--- src/rtl/core/sdf_ram.sv ---
// generic single write port, single read port ram with registered read
// no dependencies
module sdf_ram #(
  parameter int WIDTH = 8,
  parameter int DEPTH = 256
) (
  input  logic                     clk,
  input  logic                     we,
  input  logic [$clog2(DEPTH)-1:0] waddr,
  input  logic [WIDTH-1:0]         wdata,
  input  logic [$clog2(DEPTH)-1:0] raddr,
  output logic [WIDTH-1:0]         rdata
);

  logic [WIDTH-1:0] mem [DEPTH];

  always_ff @(posedge clk) begin
    if (we) begin
      mem[waddr] <= wdata;
    end
    rdata <= mem[raddr];
  end

endmodule

--- config.mk ---
export PLATFORM = sky130hd
export DESIGN_NAME = sdf_ram
export DESIGN_NICKNAME = d
export VERILOG_FILES = /design/src/rtl/core/sdf_ram.sv
export SDC_FILE = /design/constraint.sdc
export NUM_CORES = 2
export LEC_CHECK = 0
export BUFFER_PORTS_ARGS = -buffer_cell sky130_fd_sc_hd__buf_2
export CORE_MARGIN = 1.5
export CORE_UTILIZATION = 55
export CTS_BUF_LIST = sky130_fd_sc_hd__clkbuf_4 sky130_fd_sc_hd__clkbuf_8
export DETAILED_ROUTE_END_ITERATION = 16
export PLACE_DENSITY = 0.71
export SLEW_MARGIN = 5
export SYNTH_ARGS = -nofsm -noshare
export SYNTH_HDL_FRONTEND = slang
export SYNTH_SLANG_ARGS = --single-unit
--- constraint.sdc ---
create_clock -name clk -period 6.2 [get_ports clk]
set_input_delay 0.31 -clock clk [delete_from_list [all_inputs] [get_ports clk]]
set_output_delay 0.31 -clock clk [all_outputs]
set_load 0.02 [all_outputs]
# == Word level (Yosys, flattened, before mapping) ==
# Memory sizes are Yosys's and may differ from the RTL's. A register that Yosys moved wholly into a read port is not among the register bits.
# Cells that the tools add are included.
# Widths: inputs -> output; s select.
# totals
ff_bits,0
ram_bits,2048
out_inout_bits,8
memories,1
# memory_table
memory,depth,word_bits,rd,rd_clocked_by_memory_dff,write_ports,line_no,text
mem,256,8,1,1,1,15,logic [WIDTH-1:0] mem [DEPTH];
# op_classes
n_mux,2
# op_table
operator,count
$mux 1,2

# == Logic depth before layout (Yosys ltp) ==
# logic_depth
ltp_word,2
depth_mapped,11
ltp_nobuf,6

# == Worst setup path after synthesis ==
# Ideal clock, no wire load.
# synth_path
path_type,input to register
startpoint,input raddr[0]
endpoint,register rdata[2] (read register of mem)
t_arrival_ns,2.117
setup_slack_ns,3.952
path_stages,9
cell_sequence,buf_6 -> buf_12 -> buf_8 -> buf_2 -> mux4_2 -> a22oi_1 -> a21oi_1 -> nor4_1 -> nor4_2
# synth_lines
element,line_no,text
from (decl),11,"input logic [$clog2(DEPTH)-1:0] raddr,"
to (decl),12,output logic [WIDTH-1:0] rdata

==> metrics.cfg <==
[run_status]
status=finished, violations left
violations=design-rule violations

[critical_path]
r2r_slack_ns=3.33
cp-start-kind=input pin
worst_ep_required_time_ns=7.03
arrival_ns=4.10
critPathCaptureType=register
reg2reg_to=rdata[2]$_DFF_P_
reg2reg_depth=5
rr_startpoint=mem[84][2]$_DFFE_PP_
crit_type=input pin to register
path_max_fanout=89

[floorplanning]
die-area_um2=146900
core_area_um2=143700
std_cell_rows=139
dieHeight_um=383.3
ios=34
die_w_um=383.3
start_util_pct=55.38

[grt]
grt_pass1_wl_um=275400
grt_pass1_vias=39281
gr-total-overflow=0
antenna_found_initial=12
grt_max_degree=213
gr-usage-all-layers_pct=26.34

[logic_synthesis]
synth_cell_type_count=55
synth-edff-count=2048
syn_area_um2=79560
synthArstFlopShare_pct=0
synth_area_per_cell_um2=21.31
ys.flop_type=edfxtp_1
synthCells=3733
mappedNetlistNets=3759
ys_seq_area_share_pct=77.50
synth_seq_cells=2056
yosysWarnings=0

[worst_hold_path]
hold_class=input pin to register
whs_path_depth=1
hold_end=mem[129][6]$_DFFE_PP_
min-delay-start=wdata[6]

[detailed_routing]
vias=39737
routed_via_density=6.525
first_pass_iters=12
route.detailed.drc=6
routedWlPerCell_um=31.46
first_iter_violations=5360
ant_nets=0
drt_wl_total_um=191600

[clock_network]
cts_tree=done
cts_buffer_depth=4
path_clk_slew_ns=0.06
cts-buffers-inserted=335
clock_latency_ns=1.02
numClockSinks=2056
cts_root_buf=clkbuf_8
h-tree-depth=5

[finish]
final_common_cell=edfxtp_1
area_growth_pct=10.27
layout_common_cells=2048 x edfxtp_1, 454 x mux4_2, 344 x clkbuf_8
finalNetCount=3974
final_cell_area_um2=87730
final_layout_size_suffix_gt1_share_pct=25.10

[pwr]
comb_power_share_pct=4.9
p_seq_share_pct=55.4
intPower_mw=21.64
power_mw=27.71
p_per_area_nw_per_um2=315.9
clockPowerShare_pct=39.7
p_leak_nw=27.08
swShare_pct=21.89
switchingPower_mw=6.066
ir_drop_uv=321.4

[placed_design]
gp_congestion=0.8657
placed_cell_area_um2=81500
place.port_buffers=33
dp_hpwl_um=112900

[sta]
final.setup_skew_ns=0.08038
tightest_slew_ns=1.381
hold_viol=0
timing.setup.tns_ns=0
period_needed_ns=3.264
fmax_ghz=0.3064
setup_viol_count_final=0
grt_setup_unrepaired=no
slew_violations=0
slew_headroom_pct=7.100
finalCritPeriodShare_pct=52.65

[job]
drv_cap=0

[how the worst max path moves through the flow]
stage	depth (start not counted)	from	to	slack [ns]
finish	8	raddr[1]	rdata[6]$_DFF_P_	2.94
global route	5	waddr[0]	mem[41][0]$_DFFE_PP_	3.05
CTS	8	raddr[1]	rdata[6]$_DFF_P_	3.11
detailed placement	8	raddr[1]	rdata[6]$_DFF_P_	2.02
global placement	8	raddr[1]	rdata[6]$_DFF_P_	2.05
floorplan	9	raddr[0]	rdata[2]$_DFF_P_	3.95
[cells in the mapped netlist (all sizes together), types with 4 or more instances]
library cell  number  area, um2
nor3              22      110.1
o22ai             28      175.2
o211ai            10      75.07
nand2b             8      50.05
and2               6      37.54
clkbuf           111      416.7
a211oi            16      120.1
edfxtp          2048      61500
o221ai            47      417.9
nand3             34      170.2
nor4              27      187.7
a221oi            14      128.9
a22o               8      70.07
buf              122       1032
o22a               5      43.79
mux4             456      10280
nor2b             31      193.9
nand2             33      123.9
nand4             10      62.56
a2111oi            5      52.55
or2                4      25.02
dfxtp              8      160.2
mux2i            134       1341
nor2             282       1059
a21oi             96      480.5
a22oi            133      998.5
o21ai             12      60.06
o32ai              5      51.30
[metal layers]
metal | routed length [um] | up-vias | GRT usage, %
met5 | 63 | - | 0
li1 | - | 16163 | -
met1 | 74320 | 20828 | 37.54
met2 | 89410 | 2338 | 39.39
met3 | 21410 | 398 | 7.359
met4 | 6392 | 10 | 9.583
[power by group through the flow]
| stage | registers [mW] | logic (mW) | clock network [mW] |
|---|---|---|---|
| after detailed placement | 15.7 | 1.33 | 0 |
| after global placement | 15.7 | 1.32 | 0 |
| final | 15.4 | 1.35 | 11.0 |
| after global routing | 15.4 | 1.40 | 11.7 |
| after floorplan | 15.6 | 0.744 | 0 |
| after CTS | 15.4 | 1.34 | 11.1 |
[logic make-up after synthesis]
logic type | Yosys count | synth area share, %
DFF | 2056 | 77.50
muxes | 591 | 14.62
and+or+nand+nor | 466 | 2.628
AOI/OAI and AO/OA | 385 | 3.419
buffers and inverters | 235 | 1.831
[what timing repair did]
action	CTS	global route
buffers inserted	0	0
gates resized for setup	0	0
hold buffers	10	0
endpoints found under the hold margin	554	0
[final cells by class]
type | instances | area [um2]
multi-input cells | 1442 | 16500
flip-flops and latches | 2056 | 61660
repair buffers | 111 | 1050
clock inverters | 134 | 730.7
inverters | 2 | 7.507
clock buffers | 431 | 5369
diodes | 11 | 27.53
fillers | 9920 | 55930
well taps | 1903 | 2381
[critical path, stage by stage]
cell and delay [ns]:
buf_8 0.57, buf_4 0.56, nand3b_1 0.60, o221ai_1 0.23
a21oi_1 0.31, a21oi_1 0.17, nor4_1 0.99, nor4_2 0.11
[sequential cells by signal, summed over array words and instances, names as in the netlist]
signal / flops
mem: 2048
rdata: 8
[per-stage QoR]
stage                     setup WS, ns  utilization, %  cells  hold slack (ns)
after floorplan                  3.952               -   3733           0.4089
after global routing             3.055           61.06   6083          0.08136
after CTS                        3.107           61.05   6079          0.02320
final                            2.936           61.07   6090           0.1003
after global placement           2.054           56.73   5504           0.7587
after detailed placement         2.017           56.73   5504           0.7674
(Power assumes the default switching activity.)
