`config.mk`:
```
export PLATFORM = sky130hd
export DESIGN_NAME = sdf_iter_unit
export DESIGN_NICKNAME = d
export VERILOG_FILES = /design/src/rtl/core/sdf_pkg.sv /design/src/rtl/core/sdf_iter_unit.sv
export SDC_FILE = /design/constraint.sdc
export NUM_CORES = 1
export LEC_CHECK = 0
export BUFFER_PORTS_ARGS = -buffer_cell sky130_fd_sc_hd__buf_2
export CAP_MARGIN = 5
export CORE_MARGIN = 2
export CORE_UTILIZATION = 40
export DETAILED_ROUTE_END_ITERATION = 16
export SLEW_MARGIN = 10
export SYNTH_ARGS = -nofsm -noshare
export SYNTH_HDL_FRONTEND = slang
export SYNTH_SLANG_ARGS = --single-unit
```
`constraint.sdc`:
```
create_clock -name clk -period 12.5 [get_ports clk]
set_clock_uncertainty 0.15 [all_clocks]
set_input_delay 1.25 -clock clk [delete_from_list [all_inputs] [get_ports clk]]
set_output_delay 1.25 -clock clk [all_outputs]
set_load 0.02 [all_outputs]
```
`src/rtl/core/sdf_pkg.sv`:
```
// shared constants, codes and types of the signed distance field block
// no dependencies
package sdf_pkg;

  localparam int MAX_WIDTH  = 256;
  localparam int MAX_HEIGHT = 256;
  localparam int XW         = $clog2(MAX_WIDTH);
  localparam int YW         = $clog2(MAX_HEIGHT);
  localparam int AW         = XW + YW;
  localparam int CELLS      = MAX_WIDTH * MAX_HEIGHT;
  localparam int LINE_DEPTH = (MAX_WIDTH > MAX_HEIGHT) ? MAX_WIDTH : MAX_HEIGHT;
  localparam int LW         = $clog2(LINE_DEPTH);

  localparam int GRID_W = 9;
  localparam int CELL_W = 21;
  localparam int CFG_W  = 21;
  localparam int CFG_IW = 2;
  localparam int DIST_W = 32;
  localparam int SQ_W   = 17;
  localparam logic [SQ_W-1:0] SQ_NONE = '1;

  localparam int NUM_W  = ((SQ_W > 2 * LW) ? SQ_W : 2 * LW) + 2;
  localparam int BND_W  = NUM_W + 1;
  localparam int DEN_W  = LW + 1;
  localparam int SUM_W  = ((2 * LW + 3) > (SQ_W + 1)) ? (2 * LW + 3) : (SQ_W + 1);
  localparam int ROOT_W = (SQ_W + 16 + 1) / 2;
  localparam int DIV_ITER = NUM_W - 1;
  localparam int OP_W   = ((2 * ROOT_W) > DIV_ITER) ? (2 * ROOT_W) : DIV_ITER;
  localparam int RES_W  = (ROOT_W > DIV_ITER) ? ROOT_W : DIV_ITER;
  localparam int REM_W  = RES_W + 4;
  localparam int CNT_W  = $clog2(RES_W + 1);
  localparam int PROD_W = CELL_W + ROOT_W;

  localparam int IN_TDATA_W  = 24;
  localparam int OUT_TDATA_W = 72;

  localparam logic [1:0] CMD_CLEAR   = 2'd0;
  localparam logic [1:0] CMD_WRITE   = 2'd1;
  localparam logic [1:0] CMD_COMPUTE = 2'd2;
  localparam logic [1:0] CMD_QUERY   = 2'd3;

  localparam logic [CFG_IW-1:0] REG_GRID_WIDTH  = 2'd0;
  localparam logic [CFG_IW-1:0] REG_GRID_HEIGHT = 2'd1;
  localparam logic [CFG_IW-1:0] REG_CELL_SIZE   = 2'd2;

  localparam logic [GRID_W-1:0] GRID_RESET = 9'd256;
  localparam logic [CELL_W-1:0] CELL_RESET = 21'd6554;

  typedef struct packed {
    logic              start;
    logic              op_sqrt;
    logic [OP_W-1:0]   operand;
    logic [DEN_W-1:0]  divisor;
  } iter_req_t;

  typedef struct packed {
    logic              busy;
    logic              done;
    logic [RES_W-1:0]  result;
    logic              rem_nz;
  } iter_rsp_t;

  typedef struct packed {
    logic [LW-1:0]           site;
    logic [SQ_W-1:0]         fval;
    logic signed [BND_W-1:0] bnd;
  } env_entry_t;

endpackage

```
`src/rtl/core/sdf_iter_unit.sv`:
```
// shared shift-subtract unit: restoring divide or digit-by-digit square root
// depends on sdf_pkg
module sdf_iter_unit import sdf_pkg::*; (
  input  logic      clk,
  input  logic      rst,
  input  iter_req_t req,
  output iter_rsp_t rsp
);

  logic             busy;
  logic             done;
  logic             is_sqrt;
  logic [OP_W-1:0]  sh;
  logic [DEN_W-1:0] div_r;
  logic [REM_W-1:0] rem;
  logic [RES_W-1:0] res;
  logic [CNT_W-1:0] cnt;
  logic [REM_W-1:0] rem_sh;
  logic [REM_W-1:0] trial;
  logic             ge;

  always_comb begin
    rem_sh = is_sqrt ? {rem[REM_W-3:0], sh[OP_W-1 -: 2]} : {rem[REM_W-2:0], sh[OP_W-1]};
    trial  = is_sqrt ? REM_W'({res, 2'b01}) : REM_W'(div_r);
    ge     = (rem_sh >= trial);
  end

  always_ff @(posedge clk) begin
    if (rst) begin
      busy <= 1'b0;
      done <= 1'b0;
    end else begin
      done <= 1'b0;
      if (req.start) begin
        busy    <= 1'b1;
        is_sqrt <= req.op_sqrt;
        sh      <= req.operand;
        div_r   <= req.divisor;
        rem     <= '0;
        res     <= '0;
        cnt     <= req.op_sqrt ? CNT_W'(ROOT_W) : CNT_W'(DIV_ITER);
      end else if (busy) begin
        sh  <= is_sqrt ? (sh << 2) : (sh << 1);
        rem <= ge ? (rem_sh - trial) : rem_sh;
        res <= {res[RES_W-2:0], ge};
        cnt <= cnt - CNT_W'(1);
        if (cnt == CNT_W'(1)) begin
          busy <= 1'b0;
          done <= 1'b1;
        end
      end
    end
  end

  assign rsp.busy   = busy;
  assign rsp.done   = done;
  assign rsp.result = res;
  assign rsp.rem_nz = |rem;

endmodule

```
== Yosys cells after proc, flatten, opt, wreduce, memory -nomap -nowiden ==
Cells that the tools add are included.
Cells by class
  $add $sub $neg: 2
  magnitude comparators: 1
  equality and inequality tests: 1
  muxes and demuxes: 15
  bitwise gates (word level): 2
  reduce and logical (&&, ||, !) cells: 5
Operators with widths (count)
  two-way mux 34 bit: 3
  two-way mux 22 bit: 3
  >= comparator 22 x 20 -> 1 bit: 1
  OR reduction 22 bit: 1
  subtractor 22 x 20 -> 22 bit: 1
  two-way mux 20 bit: 1
  two-way mux 18 bit: 1
  two-way mux 5 bit: 2
  equality test 5 x 1 -> 1 bit, second input constant: 1
  subtractor 5 x 1 -> 5 bit, second input constant: 1
  two-way mux 1 bit: 4
  AND reduction 2 bit: 2
  OR reduction 3 bit: 1
  two-way mux 2 bit: 1
  NOT 1 bit: 2
  nonzero test 2 bit: 1
Storage, ports and cells
  register bits after elaboration: 91
  input port bits: 47
  word-level logic and storage cells: 34

== Longest topological paths before layout ==
  depth after elaboration: 4
  mapped depth: 16
  depth with buffers taken out: 11

== Worst setup path before layout ==
No wires, ideal clock.
  path kind: input to register
  start point: input port req[44] (netlist name)
  end point: register cnt[0] (enable)
  arrival time: 5190 ps
  required time: 11833 ps
  slack: 6643 ps
  stages on the path: 4
  path buffers: 2
  cell sequence: clkbuf_1 clkbuf_1 nor2_1 nor2_1
On the way
  word-level cells in the longest chain between the ends: 2
RTL lines
  start: declaration: RTL line sdf_iter_unit.sv:6  | input iter_req_t req,
  nonzero test 2 bit (no line)
  AND reduction 2 bit (no line)
  end signal: assignment: RTL line sdf_iter_unit.sv:41  | cnt <= req.op_sqrt ? CNT_W'(ROOT_W) : CNT_W'(DIV_ITER);
  end signal: assignment: RTL line sdf_iter_unit.sv:46  | cnt <= cnt - CNT_W'(1);
  end: declaration: RTL line sdf_iter_unit.sv:17  | logic [CNT_W-1:0] cnt;
Every way passes these cells.
A chain may end at the register's enable or synchronous reset.

== Final worst setup path ==
  start point: register is_sqrt
  end point: register rem[20] (data pin)
On the way
  word-level cells in the longest chain between the ends: 4
  elaborated cells on any way between the ends: 6
  classes of those cells: 1 x add/sub; 1 x order compare; 4 x mux
RTL lines
  start: declaration: RTL line sdf_iter_unit.sv:12  | logic is_sqrt;
  start signal: assignment: RTL line sdf_iter_unit.sv:36  | is_sqrt <= req.op_sqrt;
  two-way mux 22 bit or two-way mux 20 bit (tied branches): RTL line sdf_iter_unit.sv:23, sdf_iter_unit.sv:24
  subtractor 22 x 20 -> 22 bit or >= comparator 22 x 20 -> 1 bit (tied branches): RTL line sdf_iter_unit.sv:44, sdf_iter_unit.sv:25
  two-way mux 22 bit (*): RTL line sdf_iter_unit.sv:44  | rem <= ge ? (rem_sh - trial) : rem_sh;
  two-way mux 22 bit (*): RTL line sdf_iter_unit.sv:42  | end else if (busy) begin
  end signal: assignment: RTL line sdf_iter_unit.sv:44
  end: declaration: RTL line sdf_iter_unit.sv:15  | logic [REM_W-1:0] rem;
Mark *: on every way between the ends. The rest lies on a longest branch, timed or not. The select of a mux whose other input is x is not followed.

==> out/metrics.yaml <==
drt_wl_total_mm: 12.12
fillerInstances: 1291
critPathMaxFanout: 63
netlist_instances: 528
synthDominantCellAreaShare_pct: 47.55
reg2reg_slack_ps: 7540
nets: 645
multi_input_area_um2: 2728
clkPwrFrac_pct: 28.1
finalSetupViolations: 0
synth_cell_type_count: 58
grt_max_degree: 110
gp_congestion: 0.9583
first_iter_violations: 264
hold_depth: 1
cp-end-kind: "flop"
yosysWarnings: 0
fp-row-count: 43
finalMaxSlewViolations: 0
die_y_um: 122.5
antenna_found_initial: 0
synth_area_um2: 5620
ios: 68
worstReg2RegStart: "is_sqrt"
dpl.hpwl_mm: 8.451
synthTopCellsByArea: "edfxtp_1, mux2i_1, ha_1"
power.switching_uw: 306.5
yosys_register_bits: 91
relSlewSlack_pct: 30.12
clk_pin_slew_ps: 70
tightest_slew_ps: 1044
pwr_density_cell_nw_per_um2: 147.5
seq_area_frac_synth_pct: 48.26
startpoint_type: "flop"
grt_use_total_pct: 16.80
insertion_delay_ps: 350
diodes: 0
internal-power_uw: 626.7
rsz0062_at_grt: "false"
swShare_pct: 32.84
ctsHoldBuffers: 0
avgSynthCellArea_um2: 10.64
synth_nets: 598
ir_worst_vdd_uv: 64.09
core-area_um2: 13830
clockBufferDepth: 2
fin_crit_ps: 4959
cp.required_ps: 12440
synth_edf_count: 89
synth.most_common_cell: "edfxtp_1"
synthFlopType: "edfxtp_1"
ys_async_sr_fraction_pct: 0
ff_latch_area_um2: 2713
leakage_nw: 2.553
grt_first_pass_wirelength_mm: 19.67
io_buffers: 67
drcViolationCount: 0
initial_utilization_pct: 40.65
hp-class: "flop to flop"
cts_buffers: 9
period_share_pct: 39.67
ant_nets: 0
crit_type: "flop to flop"
r2r_cells: 11
cp_data_arrival_time_ps: 4900
drive_gt1_share_pct: 20.03
drv_cap: 0
cts-root-buf: "clkbuf_16"
cts_sinks: 91
yosysTopAreaCell: "edfxtp_1"
dieArea_um2: 15010
combPwrFrac_pct: 29.9
viasPerCell: 5.314
min_to: "done"
area_delta_synth_final_pct: 12.53
synthTopCellsByCount: "edfxtp_1, nand2_1, mux2i_1"
h-tree-depth: 3
timing.hold.ws_ps: 359.8
post-cts-setup-buffers: 0
chipWidth_um: 122.5
cts_resized: 0
first_pass_iters: 5
clock.fmax_mhz: 201.6
hp-start: "busy"
cts_tree: "built"
worst_r2r_endpoint: "rem[20]"
fin_setup_tns_ps: 0
pwr-share-seq_pct: 42.1
hold_viol: 0
grt_pass1_vias: 3970
overflow: 0
wl_per_cell_um: 15.97
status: "finished clean"
vias: 4033
-- flip-flops by register name, indices dropped and copies added (netlist names) --
signal / count
sh: 34
is_sqrt: 1
res: 18
div_r: 9
cnt: 5
done: 1
rem: 22
busy: 1
-- layout make-up --
cell class              instances  share of cell area [%]
clock buffers                   9                   3.561
inverters                       6                  0.3561
clock inverters                 6                  0.8506
flip-flops and latches         91                   42.89
well taps                     180                   3.561
repair buffers                 70                   5.658
multi-input cells             397                   43.13
-- critical path, stage by stage, from the launching register on --
cell and delay, ps:
edfxtp_1 880, buf_4 800, mux2i_1 200, ha_1 270, fa_1 400, nand2b_1 200
a21oi_2 170, o21ai_1 130, and3_1 190, o21ai_4 730, o211ai_1 210, mux2_1 350
-- power by group through the flow --
stage | logic (mW) | clock network, mW | registers, mW
floorplan | 0.217 | 0 | 0.395
global placement | 0.272 | 0 | 0.399
detailed placement | 0.276 | 0 | 0.399
CTS | 0.277 | 0.269 | 0.393
global route | 0.311 | 0.282 | 0.396
finish | 0.279 | 0.262 | 0.393
-- how the worst max path moves through the flow --
stage,start,endpoint,slack [ps],cells after the start
6_report,is_sqrt,rem[20],7540,11
4_1_cts,is_sqrt,rem[20],7510,11
3_5_place_dp,is_sqrt,rem[20],7520,11
3_3_place_gp,is_sqrt,rem[20],7640,11
5_1_grt,is_sqrt,rem[20],7200,11
2_1_floorplan,req[44],cnt[0],6640,4
-- routing by layer --
metal	vias up	share of wire [%]	global-route usage [%]
li1	2037	-	-
met1	1885	49	23.02
met2	96	45	25.76
met3	15	4.3	4.322
met4	0	1.4	5.963
met5	-	0	0
-- through the flow --
stage                     cell area [um^2]  util [%]  setup WS [ps]  total power, mW  instances
after floorplan                       5620         -           6643           0.6127        528
after global placement                6046     43.72           7636           0.6710        744
after detailed placement              6046     43.72           7523           0.6753        744
after CTS                             6325     45.74           7514           0.9397        759
after global routing                  6325     45.74           7200           0.9887        759
final                                 6325     45.74           7541           0.9332        759
-- placed cells by master (no fill, tap or decap), drive strengths merged, types with 9 or more instances in the layout --
master  Yosys  layout
a21oi      25      25
xnor2      11      11
clkbuf     16       9
a21o       10      10
mux2i      52      52
edfxtp     89      89
nand2      73      73
nor2       39      39
inv         5      10
buf        18      70
mux2       22      22
o21ai      44      44
ha         22      22
nor2b      20      20
-- kinds of logic after synthesis --
| family | Yosys count | synth area share, % |
|---|---|---|
| buf+inv | 40 | 3.339 |
| fa+ha+maj | 23 | 5.254 |
| xor+xnor | 17 | 2.649 |
| compound gates | 112 | 12.58 |
| flops | 91 | 48.26 |
| mux | 74 | 13.67 |
| simple gates | 171 | 14.25 |
Power figures use the tool's default switching activity.
